===== config.mk =====
export PLATFORM = sky130hd
export DESIGN_NAME = taylor_series_cosine_top
export DESIGN_NICKNAME = d
export VERILOG_FILES = /design/src/hdl/tsc_pkg.sv /design/src/hdl/tsc_mul.sv /design/src/hdl/tsc_div.sv /design/src/hdl/taylor_series_cosine_top.sv
export SDC_FILE = /design/constraint.sdc
export NUM_CORES = 2
export LEC_CHECK = 0
export ABC_AREA = 1
export CAP_MARGIN = 10
export CORE_ASPECT_RATIO = 2
export CORE_UTILIZATION = 40
export CTS_CLUSTER_DIAMETER = 40
export DETAILED_ROUTE_END_ITERATION = 16
export DONT_BUFFER_PORTS = 1
export PLACE_DENSITY = 0.6
export SLEW_MARGIN = 20
export SYNTH_ARGS = -nofsm -noshare
export SYNTH_HDL_FRONTEND = slang
export SYNTH_HIERARCHICAL = 1
export SYNTH_SLANG_ARGS = --single-unit

===== constraint.sdc =====
create_clock -name clk -period 21.7 [get_ports clk]
set_input_delay 3.255 -clock clk [delete_from_list [all_inputs] [get_ports clk]]
set_output_delay 3.255 -clock clk [all_outputs]
set_load 0.1 [all_outputs]

===== src/hdl/tsc_pkg.sv =====
`timescale 1ns / 1ps

package tsc_pkg;

  // Internal working format: unsigned magnitudes with this many fraction bits.
  localparam int WORK_BITS = 40;

  // Shared multiplier: operands are split into two halves each.
  localparam int OPND_W = 48;
  localparam int HALF_W = OPND_W / 2;
  localparam int PROD_W = 2 * OPND_W;

  // Shared divider: long division by a narrow divisor, several bits a cycle.
  localparam int DIV_W      = 64;
  localparam int DVSR_W     = 20;
  localparam int DIV_STEP   = 8;
  localparam int DIV_CYCLES = DIV_W / DIV_STEP;

  // Datapath widths.
  localparam int ANGLE_W = 32;
  localparam int COS_W   = 32;
  localparam int USED_W  = 5;
  localparam int TERM_W  = 48;
  localparam int SUM_W   = 50;

  // 2 * 3.14159 = PI2_NUM / PI2_DEN.
  localparam logic [DVSR_W-1:0] PI2_NUM = 20'd628318;
  localparam logic [DVSR_W-1:0] PI2_DEN = 20'd100000;

  // 0.00001 in the working format, rounded to nearest.
  localparam logic [TERM_W-1:0] EPS_WORK = 48'd10995116;
  // 1.0 in the working format.
  localparam logic [TERM_W-1:0] TERM_ONE = TERM_W'(1) << WORK_BITS;

  typedef enum logic [3:0] {
    S_IDLE,
    S_MUL_P,
    S_DIV_MOD,
    S_DIV_FRAC,
    S_MUL_X2,
    S_ADD,
    S_MUL_T,
    S_DIV_T,
    S_ABS,
    S_RND,
    S_OUT
  } state_t;

endpackage


===== src/hdl/tsc_mul.sv =====
`timescale 1ns / 1ps

// Multi-cycle multiplier built on one half-width partial-product multiplier.
// The four partial products are registered and then accumulated, one a cycle.
module tsc_mul
  import tsc_pkg::*;
(
  input  logic              clk,
  input  logic              rst,
  input  logic              start,
  input  logic [OPND_W-1:0] a,
  input  logic [OPND_W-1:0] b,
  output logic              done,
  output logic [PROD_W-1:0] prod
);

  logic              busy;
  logic [1:0]        cnt;
  logic              pp_vld;
  logic              pp_last;
  logic [1:0]        pp_sh;
  logic [OPND_W-1:0] a_q;
  logic [OPND_W-1:0] b_q;
  logic [OPND_W-1:0] pp;
  logic [HALF_W-1:0] a_half;
  logic [HALF_W-1:0] b_half;
  logic [PROD_W-1:0] pp_ext;
  logic [PROD_W-1:0] acc;

  assign a_half = cnt[1] ? a_q[OPND_W-1:HALF_W] : a_q[HALF_W-1:0];
  assign b_half = cnt[0] ? b_q[OPND_W-1:HALF_W] : b_q[HALF_W-1:0];

  always_comb begin
    case (pp_sh)
      2'd0:    pp_ext = PROD_W'(pp);
      2'd1:    pp_ext = PROD_W'(pp) << HALF_W;
      2'd2:    pp_ext = PROD_W'(pp) << OPND_W;
      default: pp_ext = '0;
    endcase
  end

  always_ff @(posedge clk) begin
    if (rst) begin
      busy    <= 1'b0;
      cnt     <= '0;
      pp_vld  <= 1'b0;
      pp_last <= 1'b0;
      done    <= 1'b0;
    end else begin
      if (start) begin
        busy <= 1'b1;
        cnt  <= '0;
      end else if (busy) begin
        cnt <= cnt + 2'd1;
        if (cnt == 2'd3) begin
          busy <= 1'b0;
        end
      end
      pp_vld  <= busy;
      pp_last <= busy && (cnt == 2'd3);
      done    <= pp_vld && pp_last;
    end
  end

  always_ff @(posedge clk) begin
    if (start) begin
      a_q <= a;
      b_q <= b;
    end
    if (busy) begin
      pp    <= a_half * b_half;
      pp_sh <= 2'(cnt[1]) + 2'(cnt[0]);
    end
    if (start) begin
      acc <= '0;
    end else if (pp_vld) begin
      acc <= acc + pp_ext;
    end
  end

  assign prod = acc;

endmodule


===== src/hdl/tsc_div.sv =====
`timescale 1ns / 1ps

// Restoring long division of a wide dividend by a narrow divisor.
// The remainder stays narrow, so several quotient bits are settled each cycle.
module tsc_div
  import tsc_pkg::*;
(
  input  logic              clk,
  input  logic              rst,
  input  logic              start,
  input  logic [DIV_W-1:0]  dividend,
  input  logic [DVSR_W-1:0] divisor,
  output logic              done,
  output logic [DIV_W-1:0]  quotient,
  output logic [DVSR_W-1:0] remainder
);

  localparam int CNT_W = $clog2(DIV_CYCLES);

  logic              busy;
  logic [CNT_W-1:0]  cnt;
  logic [DIV_W-1:0]  work;
  logic [DIV_W-1:0]  work_next;
  logic [DVSR_W-1:0] rem;
  logic [DVSR_W-1:0] rem_next;
  logic [DVSR_W-1:0] dvsr;

  // The dividend shifts out at the top while quotient bits shift in below.
  always_comb begin
    logic [DVSR_W:0] t;
    t         = '0;
    rem_next  = rem;
    work_next = work;
    for (int k = 0; k < DIV_STEP; k++) begin
      t         = {rem_next, work_next[DIV_W-1]};
      work_next = {work_next[DIV_W-2:0], 1'b0};
      if (t >= {1'b0, dvsr}) begin
        rem_next     = DVSR_W'(t - {1'b0, dvsr});
        work_next[0] = 1'b1;
      end else begin
        rem_next = t[DVSR_W-1:0];
      end
    end
  end

  always_ff @(posedge clk) begin
    if (rst) begin
      busy <= 1'b0;
      cnt  <= '0;
      done <= 1'b0;
    end else begin
      if (start) begin
        busy <= 1'b1;
        cnt  <= '0;
      end else if (busy) begin
        cnt <= cnt + 1'b1;
        if (cnt == CNT_W'(DIV_CYCLES - 1)) begin
          busy <= 1'b0;
        end
      end
      done <= busy && (cnt == CNT_W'(DIV_CYCLES - 1));
    end
  end

  always_ff @(posedge clk) begin
    if (start) begin
      work <= dividend;
      rem  <= '0;
      dvsr <= divisor;
    end else if (busy) begin
      work <= work_next;
      rem  <= rem_next;
    end
  end

  assign quotient  = work;
  assign remainder = rem;

endmodule


===== src/hdl/taylor_series_cosine_top.sv =====
`timescale 1ns / 1ps

// Taylor-series cosine of a fixed-point angle.
// The input channel (in_valid, in_ready, angle_in) takes one word: a signed
// angle in radians with ANGLE_FRACTION_BITS fraction bits. The output channel
// (out_valid, out_ready, cos_value, terms_used) returns one word per input:
// the cosine in signed fixed point with RESULT_FRACTION_BITS fraction bits,
// saturated to plus or minus one, and the number of series terms summed.
// One word is worked on at a time. The next word can be accepted in the
// cycle after the result is loaded. The shared multiplier (four partial
// products) and the shared divider (eight quotient bits a cycle) serve the
// range reduction, x squared and, for each new term, one product and one
// divide.
// A finished result sits in an output register; while the receiver stalls
// it holds there and the block still accepts and works on the next word,
// waiting at the end only if the previous result has not been taken.
// Synchronous reset clears the sequencer and the output valid flag; a word
// in flight is dropped.
module taylor_series_cosine_top
  import tsc_pkg::*;
#(
  parameter int MAX_TERMS            = 16,
  parameter int ANGLE_FRACTION_BITS  = 20,
  parameter int RESULT_FRACTION_BITS = 30
) (
  input  logic                     clk,
  input  logic                     rst,
  input  logic                     in_valid,
  output logic                     in_ready,
  input  logic signed [ANGLE_W-1:0] angle_in,
  output logic                     out_valid,
  input  logic                     out_ready,
  output logic signed [COS_W-1:0]  cos_value,
  output logic [USED_W-1:0]        terms_used
);

  // The term counter must hold MAX_TERMS and at least fill terms_used.
  localparam int NW_RAW = $clog2(MAX_TERMS + 1);
  localparam int NW     = (NW_RAW > USED_W) ? NW_RAW : USED_W;
  localparam int TD_W   = 2 * (NW + 1);
  localparam int A_BITS = ANGLE_FRACTION_BITS;
  localparam int R_BITS = RESULT_FRACTION_BITS;
  localparam int SHIFT  = WORK_BITS - R_BITS;
  localparam logic [SUM_W-1:0] HALF    = SUM_W'(1) << (SHIFT - 1);
  localparam logic [SUM_W-1:0] ONE_OUT = SUM_W'(1) << R_BITS;

  state_t state;
  state_t state_next;

  // Shared arithmetic units.
  logic              mul_start;
  logic [OPND_W-1:0] mul_a;
  logic [OPND_W-1:0] mul_b;
  logic              mul_done;
  logic [PROD_W-1:0] mul_prod;
  logic              div_start;
  logic [DIV_W-1:0]  div_dividend;
  logic [DVSR_W-1:0] div_divisor;
  logic              div_done;
  logic [DIV_W-1:0]  div_quot;
  logic [DVSR_W-1:0] div_rem;

  // Datapath registers.
  logic [A_BITS-1:0]       plo;
  logic [TERM_W-1:0]       x2;
  logic [TERM_W-1:0]       term;
  logic signed [SUM_W-1:0] sum;
  logic                    neg;
  logic [NW-1:0]           n;
  logic                    sgn;
  logic [SUM_W-1:0]        mabs;
  logic [R_BITS:0]         rnd;

  logic [ANGLE_W-1:0] mag_in;
  logic [OPND_W-1:0]  p_lo48;
  logic [DIV_W-1:0]   frac_dividend;
  logic [NW:0]        n2;
  logic [TD_W-1:0]    tdiv_full;
  logic [SUM_W-1:0]   rounded;
  logic [SUM_W-1:0]   rsat;
  logic               stop;
  logic               out_free;

  tsc_mul u_mul (
    .clk   (clk),
    .rst   (rst),
    .start (mul_start),
    .a     (mul_a),
    .b     (mul_b),
    .done  (mul_done),
    .prod  (mul_prod)
  );

  tsc_div u_div (
    .clk       (clk),
    .rst       (rst),
    .start     (div_start),
    .dividend  (div_dividend),
    .divisor   (div_divisor),
    .done      (div_done),
    .quotient  (div_quot),
    .remainder (div_rem)
  );

  // Cosine is even, so only the magnitude of the angle matters. The most
  // negative angle wraps to its exact magnitude in unsigned form.
  assign mag_in = angle_in[ANGLE_W-1] ? (ANGLE_W'(0) - $unsigned(angle_in))
                                      : $unsigned(angle_in);

  // Range reduction works on P = |angle| * 100000. The modulus 628318 << A
  // splits into a remainder of the upper bits by 628318, with the low A bits
  // carried across unchanged. The reduced angle is then that remainder,
  // scaled to the working format and divided by 100000.
  assign p_lo48        = mul_prod[OPND_W-1:0];
  assign frac_dividend = (DIV_W'(div_rem) << WORK_BITS)
                       | (DIV_W'(plo) << (WORK_BITS - A_BITS));

  // Divisor for the next term: (2n - 1) * 2n.
  assign n2        = {n, 1'b0};
  assign tdiv_full = TD_W'(n2) * TD_W'(n2 - 1'b1);

  // The series ends after the term that falls below the threshold, or at
  // the term limit.
  assign stop = (term < EPS_WORK) || (n == NW'(MAX_TERMS));

  assign rounded  = (mabs + HALF) >> SHIFT;
  assign rsat     = (rounded > ONE_OUT) ? ONE_OUT : rounded;
  assign out_free = !out_valid || out_ready;

  always_ff @(posedge clk) begin
    if (rst) begin
      state <= S_IDLE;
    end else begin
      state <= state_next;
    end
  end

  always_comb begin
    state_next = state;
    case (state)
      S_IDLE:     if (in_valid) state_next = S_MUL_P;
      S_MUL_P:    if (mul_done) state_next = S_DIV_MOD;
      S_DIV_MOD:  if (div_done) state_next = S_DIV_FRAC;
      S_DIV_FRAC: if (div_done) state_next = S_MUL_X2;
      S_MUL_X2:   if (mul_done) state_next = S_ADD;
      S_ADD:      state_next = stop ? S_ABS : S_MUL_T;
      S_MUL_T:    if (mul_done) state_next = S_DIV_T;
      S_DIV_T:    if (div_done) state_next = S_ADD;
      S_ABS:      state_next = S_RND;
      S_RND:      state_next = S_OUT;
      S_OUT:      if (out_free) state_next = S_IDLE;
      default:    state_next = S_IDLE;
    endcase
  end

  // Unit launches and operand selection. Each unit latches its operands at
  // the edge where its start is high.
  always_comb begin
    in_ready     = 1'b0;
    mul_start    = 1'b0;
    mul_a        = '0;
    mul_b        = '0;
    div_start    = 1'b0;
    div_dividend = '0;
    div_divisor  = '0;
    case (state)
      S_IDLE: begin
        in_ready  = 1'b1;
        mul_start = in_valid;
        mul_a     = OPND_W'(mag_in);
        mul_b     = OPND_W'(PI2_DEN);
      end
      S_MUL_P: begin
        div_start    = mul_done;
        div_dividend = DIV_W'(p_lo48 >> A_BITS);
        div_divisor  = PI2_NUM;
      end
      S_DIV_MOD: begin
        div_start    = div_done;
        div_dividend = frac_dividend;
        div_divisor  = PI2_DEN;
      end
      S_DIV_FRAC: begin
        mul_start = div_done;
        mul_a     = div_quot[OPND_W-1:0];
        mul_b     = div_quot[OPND_W-1:0];
      end
      S_ADD: begin
        mul_start = !stop;
        mul_a     = OPND_W'(term);
        mul_b     = OPND_W'(x2);
      end
      S_MUL_T: begin
        div_start    = mul_done;
        div_dividend = DIV_W'(mul_prod[PROD_W-1:WORK_BITS]);
        div_divisor  = DVSR_W'(tdiv_full);
      end
      default: begin
        in_ready = 1'b0;
      end
    endcase
  end

  always_ff @(posedge clk) begin
    if (state == S_MUL_P && mul_done) begin
      plo <= p_lo48[A_BITS-1:0];
    end
    if (state == S_MUL_X2 && mul_done) begin
      x2   <= mul_prod[WORK_BITS+TERM_W-1:WORK_BITS];
      term <= TERM_ONE;
      sum  <= '0;
      neg  <= 1'b0;
      n    <= NW'(1);
    end
    if (state == S_ADD) begin
      if (neg) begin
        sum <= sum - $signed(SUM_W'(term));
      end else begin
        sum <= sum + $signed(SUM_W'(term));
      end
    end
    if (state == S_DIV_T && div_done) begin
      term <= div_quot[TERM_W-1:0];
      neg  <= !neg;
      n    <= n + 1'b1;
    end
    if (state == S_ABS) begin
      sgn  <= sum[SUM_W-1];
      mabs <= sum[SUM_W-1] ? (SUM_W'(0) - $unsigned(sum)) : $unsigned(sum);
    end
    if (state == S_RND) begin
      rnd <= rsat[R_BITS:0];
    end
    if (state == S_OUT && out_free) begin
      cos_value  <= sgn ? $signed(COS_W'(0) - COS_W'(rnd)) : $signed(COS_W'(rnd));
      terms_used <= n[USED_W-1:0];
    end
  end

  // The output register is refilled in the same cycle it is drained.
  always_ff @(posedge clk) begin
    if (rst) begin
      out_valid <= 1'b0;
    end else if (state == S_OUT && out_free) begin
      out_valid <= 1'b1;
    end else if (out_ready) begin
      out_valid <= 1'b0;
    end
  end

endmodule


; Word-level counts from Yosys, hierarchy flattened
; Index checks and enable logic that the tools add are counted.
[op_classes]
bitwise = 1
n_reduce_logical = 22
mux = 58
mul = 2
eq_ne = 23
n_lt_le_gt_ge = 10
addsub = 20
[op_table]
columns = cell, count
row1 = $pmux W48 S3, 2
row2 = $pmux W96 S3, 1
row3 = $pmux W60 S3, 1
row4 = $ge A21 B20 Y1, 8
row5 = $mux W20, 8
row6 = $sub A20 B20 Y20, 8
row7 = $mux W50, 3
row8 = $mux W64, 2
row9 = $add A96 B96 Y96, 1
row10 = $mux W48, 2
row11 = $or A60 B40 Y60, 1
row12 = $pmux W20 S3, 1
row13 = $add A50 B10 Y50 const B, 1
row14 = $add A50 B49 Y50, 1
row15 = $sub A1 B50 Y50 const A, 1
row16 = $sub A50 B49 Y50, 1
row17 = $mux W49, 1
row18 = $lt A48 B24 Y1 const B, 1
row19 = $mul A24 B24 Y48, 1
row20 = $mux W24, 2
row21 = $pmux W4 S11, 1
row22 = $gt A40 B31 Y1 const B, 1
row23 = $mux W4, 9
row24 = $mux W32, 1
row25 = 31 further kinds, 77
[totals]
ff_bits = 653
out_inout_bits = 39
inputBits = 36
elab_cells = 167

; Depth between registers and ports, before layout
[depth]
word_depth = 18
ltp_mapped = 138
depth_no_buf = 127

; Cells and area by module
; Netlist, hierarchy kept.
[modules_own_cells]
columns = module, seq_area_each_um2, cells_per_inst, area_per_inst_um2, n_inst
row1 = tsc_mul, 6426.2, 5591, 38476.9, 1
row2 = taylor_series_cosine_top, 8568.2, 2893, 21623.2, 1
row3 = tsc_div, 3022.9, 2361, 14958.1, 1

; Worst setup path before layout
; No wires, ideal clock.
[synth_timing]
path_kind = reg2reg
start = register u_div.dvsr[1]
end = register u_div.rem[2] (netlist: u_div/remainder[2])
setup_time_ns = 0.113
required_time_ns = 21.587
slack_ns = 4.593
stages_incl_launch_ff = 126
period_less_slack_ns = 17.107
n_path_buf = 13
t_arrival_ns = 16.994
path_cell_list = edfxtp_1 inv_1 ha_1 nand2_1 nor2_1 nand2_1 nand3_1 nand2_1 nand4_2 buf_6 buf_2 buf_2 or2_2 nand2_1 inv_1 ha_1 nand2_1 inv_1 [90 not listed] nand2_1 nand2_1 a21oi_1 nor2_1 nor2_1 o21bai_1 a21oi_1 o21bai_1 a21oi_1 o21ai_0 nand3_1 nand2_1 a21oi_1 nand2_2 buf_6 nand2_1 nand3_1 nand2_1
[synth_via]
elab_chain_len = 16
elab_cells_between_ends = 24
cone_classes = add/sub (8) / order compare (8) / mux (8)
[synth_lines]
columns = element, line
row1 = start: declaration, tsc_div.sv:26  ; logic [DVSR_W-1:0] dvsr;
row2 = start signal: assignment, tsc_div.sv:69  ; dvsr <= divisor;
row3 = $sub A20 B20 Y20 / $ge A21 B20 Y1 (equally long branches), "tsc_div.sv:38, tsc_div.sv:37"
row4 = $mux W20, tsc_div.sv:37  ; if (t >= {1'b0, dvsr}) begin
row5 = $sub A20 B20 Y20 / $ge A21 B20 Y1 (equally long branches), "tsc_div.sv:38, tsc_div.sv:37"
row6 = $mux W20, tsc_div.sv:37
row7 = $sub A20 B20 Y20 / $ge A21 B20 Y1 (equally long branches), "tsc_div.sv:38, tsc_div.sv:37"
row8 = $mux W20, tsc_div.sv:37
row9 = $sub A20 B20 Y20 / $ge A21 B20 Y1 (equally long branches), "tsc_div.sv:38, tsc_div.sv:37"
row10 = $mux W20, tsc_div.sv:37
row11 = $sub A20 B20 Y20 / $ge A21 B20 Y1 (equally long branches), "tsc_div.sv:38, tsc_div.sv:37"
row12 = $mux W20, tsc_div.sv:37
row13 = $sub A20 B20 Y20 / $ge A21 B20 Y1 (equally long branches), "tsc_div.sv:38, tsc_div.sv:37"
row14 = $mux W20, tsc_div.sv:37
row15 = $ge A21 B20 Y1 / $sub A20 B20 Y20 (equally long branches), "tsc_div.sv:37, tsc_div.sv:38"
row16 = $mux W20, tsc_div.sv:37
row17 = $sub A20 B20 Y20 / $ge A21 B20 Y1 (equally long branches), "tsc_div.sv:38, tsc_div.sv:37"
row18 = $mux W20 *, tsc_div.sv:37
row19 = end signal: assignment, tsc_div.sv:72  ; rem <= rem_next;
row20 = end: declaration, tsc_div.sv:24  ; logic [DVSR_W-1:0] rem;
; Mark *: on every way between the ends. The rest lies on a longest branch, timed or not.
; A chain may end at the register's enable or synchronous reset.

; Worst setup path after layout
[layout_timing]
start = register u_div.rem[14] (netlist: u_div/remainder[14])
end = register u_div.work[0] (netlist: u_div/quotient[0]), data pin
[layout_via]
elab_chain_len = 18
elab_cells_between_ends = 25
cone_classes = add/sub (7) / order compare (8) / mux (10)
[layout_lines]
columns = element, line
row1 = $sub A20 B20 Y20 / $ge A21 B20 Y1 (equally long branches), "tsc_div.sv:38, tsc_div.sv:37"
row2 = $mux W20 *, tsc_div.sv:37
row3 = $sub A20 B20 Y20 / $ge A21 B20 Y1 (equally long branches), "tsc_div.sv:38, tsc_div.sv:37"
row4 = $mux W20 *, tsc_div.sv:37
row5 = $sub A20 B20 Y20 / $ge A21 B20 Y1 (equally long branches), "tsc_div.sv:38, tsc_div.sv:37"
row6 = $mux W20 *, tsc_div.sv:37
row7 = $sub A20 B20 Y20 / $ge A21 B20 Y1 (equally long branches), "tsc_div.sv:38, tsc_div.sv:37"
row8 = $mux W20 *, tsc_div.sv:37
row9 = [2 not listed], --
row10 = $ge A21 B20 Y1 / $sub A20 B20 Y20 (equally long branches), "tsc_div.sv:37, tsc_div.sv:38"
row11 = $mux W20 *, tsc_div.sv:37
row12 = $sub A20 B20 Y20 / $ge A21 B20 Y1 (equally long branches), "tsc_div.sv:38, tsc_div.sv:37"
row13 = $mux W20 *, tsc_div.sv:37
row14 = $ge A21 B20 Y1 *, tsc_div.sv:37
row15 = $mux W1 *, tsc_div.sv:37
row16 = $mux W64 *, tsc_div.sv:70  ; end else if (busy) begin
row17 = $mux W64 *, tsc_div.sv:66  ; if (start) begin
row18 = end signal: assignment, tsc_div.sv:67  ; work <= dividend;
row19 = end signal: assignment, tsc_div.sv:71  ; work <= work_next;
row20 = end: declaration, tsc_div.sv:22  ; logic [DIV_W-1:0] work;
; Mark *: on every way between the ends. The rest lies on a longest branch, timed or not. The select of a mux whose other input is x is not followed.

==> results.md <==
* Outcome: finished, final reports clean
* PortBufs at 0
* Final min period at 19570 ps
* CTS tree: yes
* Ys async rst share at 0%
* Synth Warn # at 6
* CTS clk-pin slew, worst paths at about 60 ps
* Core ar. at 186000 um^2
* Yosys reg bits at 644
* Yosys top cell area share at 20.5%
* WP data arrival at 20050 ps
* Crit end category: flip-flop
* Clk sink count at 644
* Post-Syn Instances at 10800
* Slew Viols, Final at 0
* Gp weighted congestion at 1.09
* I/O pin cnt at 75
* RSZ-0062 raised after global routing: no
* Die H at 615 um
* RR Startpoint: u_div/remainder[14]
* Fin. Hold Viols at 0
* EDFF count, synth at 512
* Most frequent cell after synthesis: nand2_1
* Max Cap Violations at 0
* Final WL at around 360 mm
* # fillers at ~20000
* Iter 0 DRT Violations at 5707
* Synth area leader: edfxtp_1
* Crit path buf inv count at 21
* # Post-CTS Setup Buffers at 0
* GR Overflow Total at 0
* Cell mode on critical path: nand2_1
* Hold Crit Start: u_mul/pp_last
* Fin Clk Skew at 41.0 ps
* Sequential fraction of the synthesis area at 24.0%
* Area Overhead vs Synth at 11.3%
* Setup crit start: u_div/remainder[14]
* Synth Area per Inst at 6.92 um^2
* Crit-path leading delay family: compound AO/OA/AOI/OAI gates
* Main synth FF type: edfxtp_1
* Drt drc at 0
* Final setup fails at 0
* Num CTS Buffers at 96
* Total GRT Usage at 37.5%
* Deepest clock path buffer count at 3
* Number of library cell types mapped by synthesis at 62
* Accumulated negative setup slack at 0 ps
* Avg WL per Cell at 26.1 um
* Slew @ Worst Pin at 1160 ps
* Vias per std cell at 5.36
* # rows at 224
* Final HPWL DP at 293 mm
* First-pass GRT wire length at 504 mm
* CP max stage delay at 490 ps
* Initial Util at between 40% and 50%
* Worst relative slew slack at a little over a fifth
* Min-Delay Path Class: flip-flop to flip-flop
* Final net count at 12100
* Fraction of layout cells with a size suffix above 1 at under 10%
* Clk Tree Root Cell: clkbuf_16
* Initial antenna violation count at 24
* Die area at approximately 190000 um^2
* Startpoint types: flip-flop
* Post-cts gate resize count at 0
* Worst path required time at about 22000 ps
* Vias in the first global route at 75700
* H-Tree Depth at 3
* Post-synth top cells: nand2_1 (2944), inv_1 (2183), nor2_1 (1323)
* Post-DRT Antenna Nets at 0
* Worst path slowest cell: ha_1
* Critical path class: flip-flop to flip-flop
* Final Cycle Share at 90.2%
* Vias at between 70000 and 80000
* Worst Path Max Fanout at 38
* Hold-fix buffers, CTS at 0
* FMAX at a little over 50 MHz
* Drt pass-1 iters at 6
* Synth area leaders: edfxtp_1 (20%), nand2_1 (15%), fa_1 (14%), inv_1 (11%), ha_1 (8.4%)
* Mapped Area at 75100 um^2
* Insertion delay to the later sink of the worst-skew pair at around 740 ps
* Largest net degree at the start of global routing at 150
* Die width at 308 um
==> per-layer routing <==
metal,vias to the layer above,track usage (%),wire (um)
li1,34200,-,-
met1,34700,32.5,106000
met2,2997,66.9,180000
met3,1418,7.55,22500
met4,20,42.5,48900
met5,-,0,127
==> final cells by class <==
class / instances / area (um^2) / area share (%)
Inverter: 2254 / 8460 / 10.1
Antenna cell: 15 / 37.5 / 0.0449
Clock inverter: 67 / 787 / 0.942
Tap cell: 2486 / 3110 / 3.72
Timing Repair Buffer: 402 / 3110 / 3.72
Clock buffer: 112 / 2470 / 2.96
Multi-Input combinational cell: 7696 / 47600 / 56.9
Sequential cell: 644 / 18000 / 21.6
==> registers in the layout, summed over array words and instances (netlist names), 31 cells and up <==
name            count
u_mul/pp           48
u_mul/prod         96
mabs               41
u_mul/b_q          48
term               48
x2                 48
cos_value          32
u_div/quotient     64
rnd                31
sum                50
u_mul/a_q          48
==> logic make-up after synthesis <==
logic type | count (synthesis) | synth area share [%]
AO/OA/AOI/OAI | 1166 | 8.84
XOR/XNOR | 348 | 4.06
adder cells (fa/ha/maj) | 1017 | 22.1
buffers and inverters | 2514 | 12.8
flip-flops | 644 | 24.0
multiplexers | 3 | 0.0400
other | 1 | 0.00500
AND/OR/NAND/NOR | 5152 | 28.1
==> final timing paths <==
path                                     endpoint  slack (ps)  depth (start not counted)
worst max-delay path            u_div/quotient[0]        2130                        120
worst max register to register  u_div/quotient[0]        2130                        120
worst min register to register         u_mul/done         440                          2
worst min-delay path                   u_mul/done         440                          2
==> cells in the final DEF, fill, tap and decap left out, types with 15 or more instances in the layout <==
cell type,count
nor2_4,21
xor2_1,224
nor2_1,1314
a21boi_0,16
clkbuf_1,15
o21ai_1,58
fa_1,512
a21o_1,23
edfxtp_1,512
or2_2,15
buf_4,394
a31oi_1,36
inv_2,66
nor3_1,81
inv_1,2180
o211ai_1,22
o22ai_1,65
nor2_2,97
a21oi_1,400
diode_2,15
ha_1,505
nand4_1,111
nand3b_1,24
inv_6,20
dfxtp_1,128
o21bai_1,47
a22o_1,43
nand3_1,443
nand2_2,35
nand3_2,16
nand2_1,2941
xnor2_1,124
nor4_1,24
o221ai_1,22
o21ai_0,373
clkbuf_16,96
==> worst register-to-register path, delay by kind of cell (launching register included) <==
family | cells | cell delay, ps
adder cells (fa/ha/maj) | 8 | 2630
AO/OA/AOI/OAI | 36 | 6540
AND/OR/NAND/NOR | 54 | 6150
XOR/XNOR | 1 | 230
flip-flops | 1 | 420
buffers and inverters | 21 | 3370
==> through the flow <==
stage               hold WS (ps)  instance area, um^2  cells  setup slack [ps]  utilization, %
floorplan                    404                75100  10900              4590               -
global placement             424                80300  13500              1890            43.1
detailed placement           422                80300  13500              2250            43.1
CTS                          441                83500  13700              2160            44.8
global route                 468                83500  13700               464            44.8
finish                       440                83600  13700              2130            44.8
Power is not shown: default switching activity piles up to over one toggle a cycle in this logic, so the estimate is an artifact.
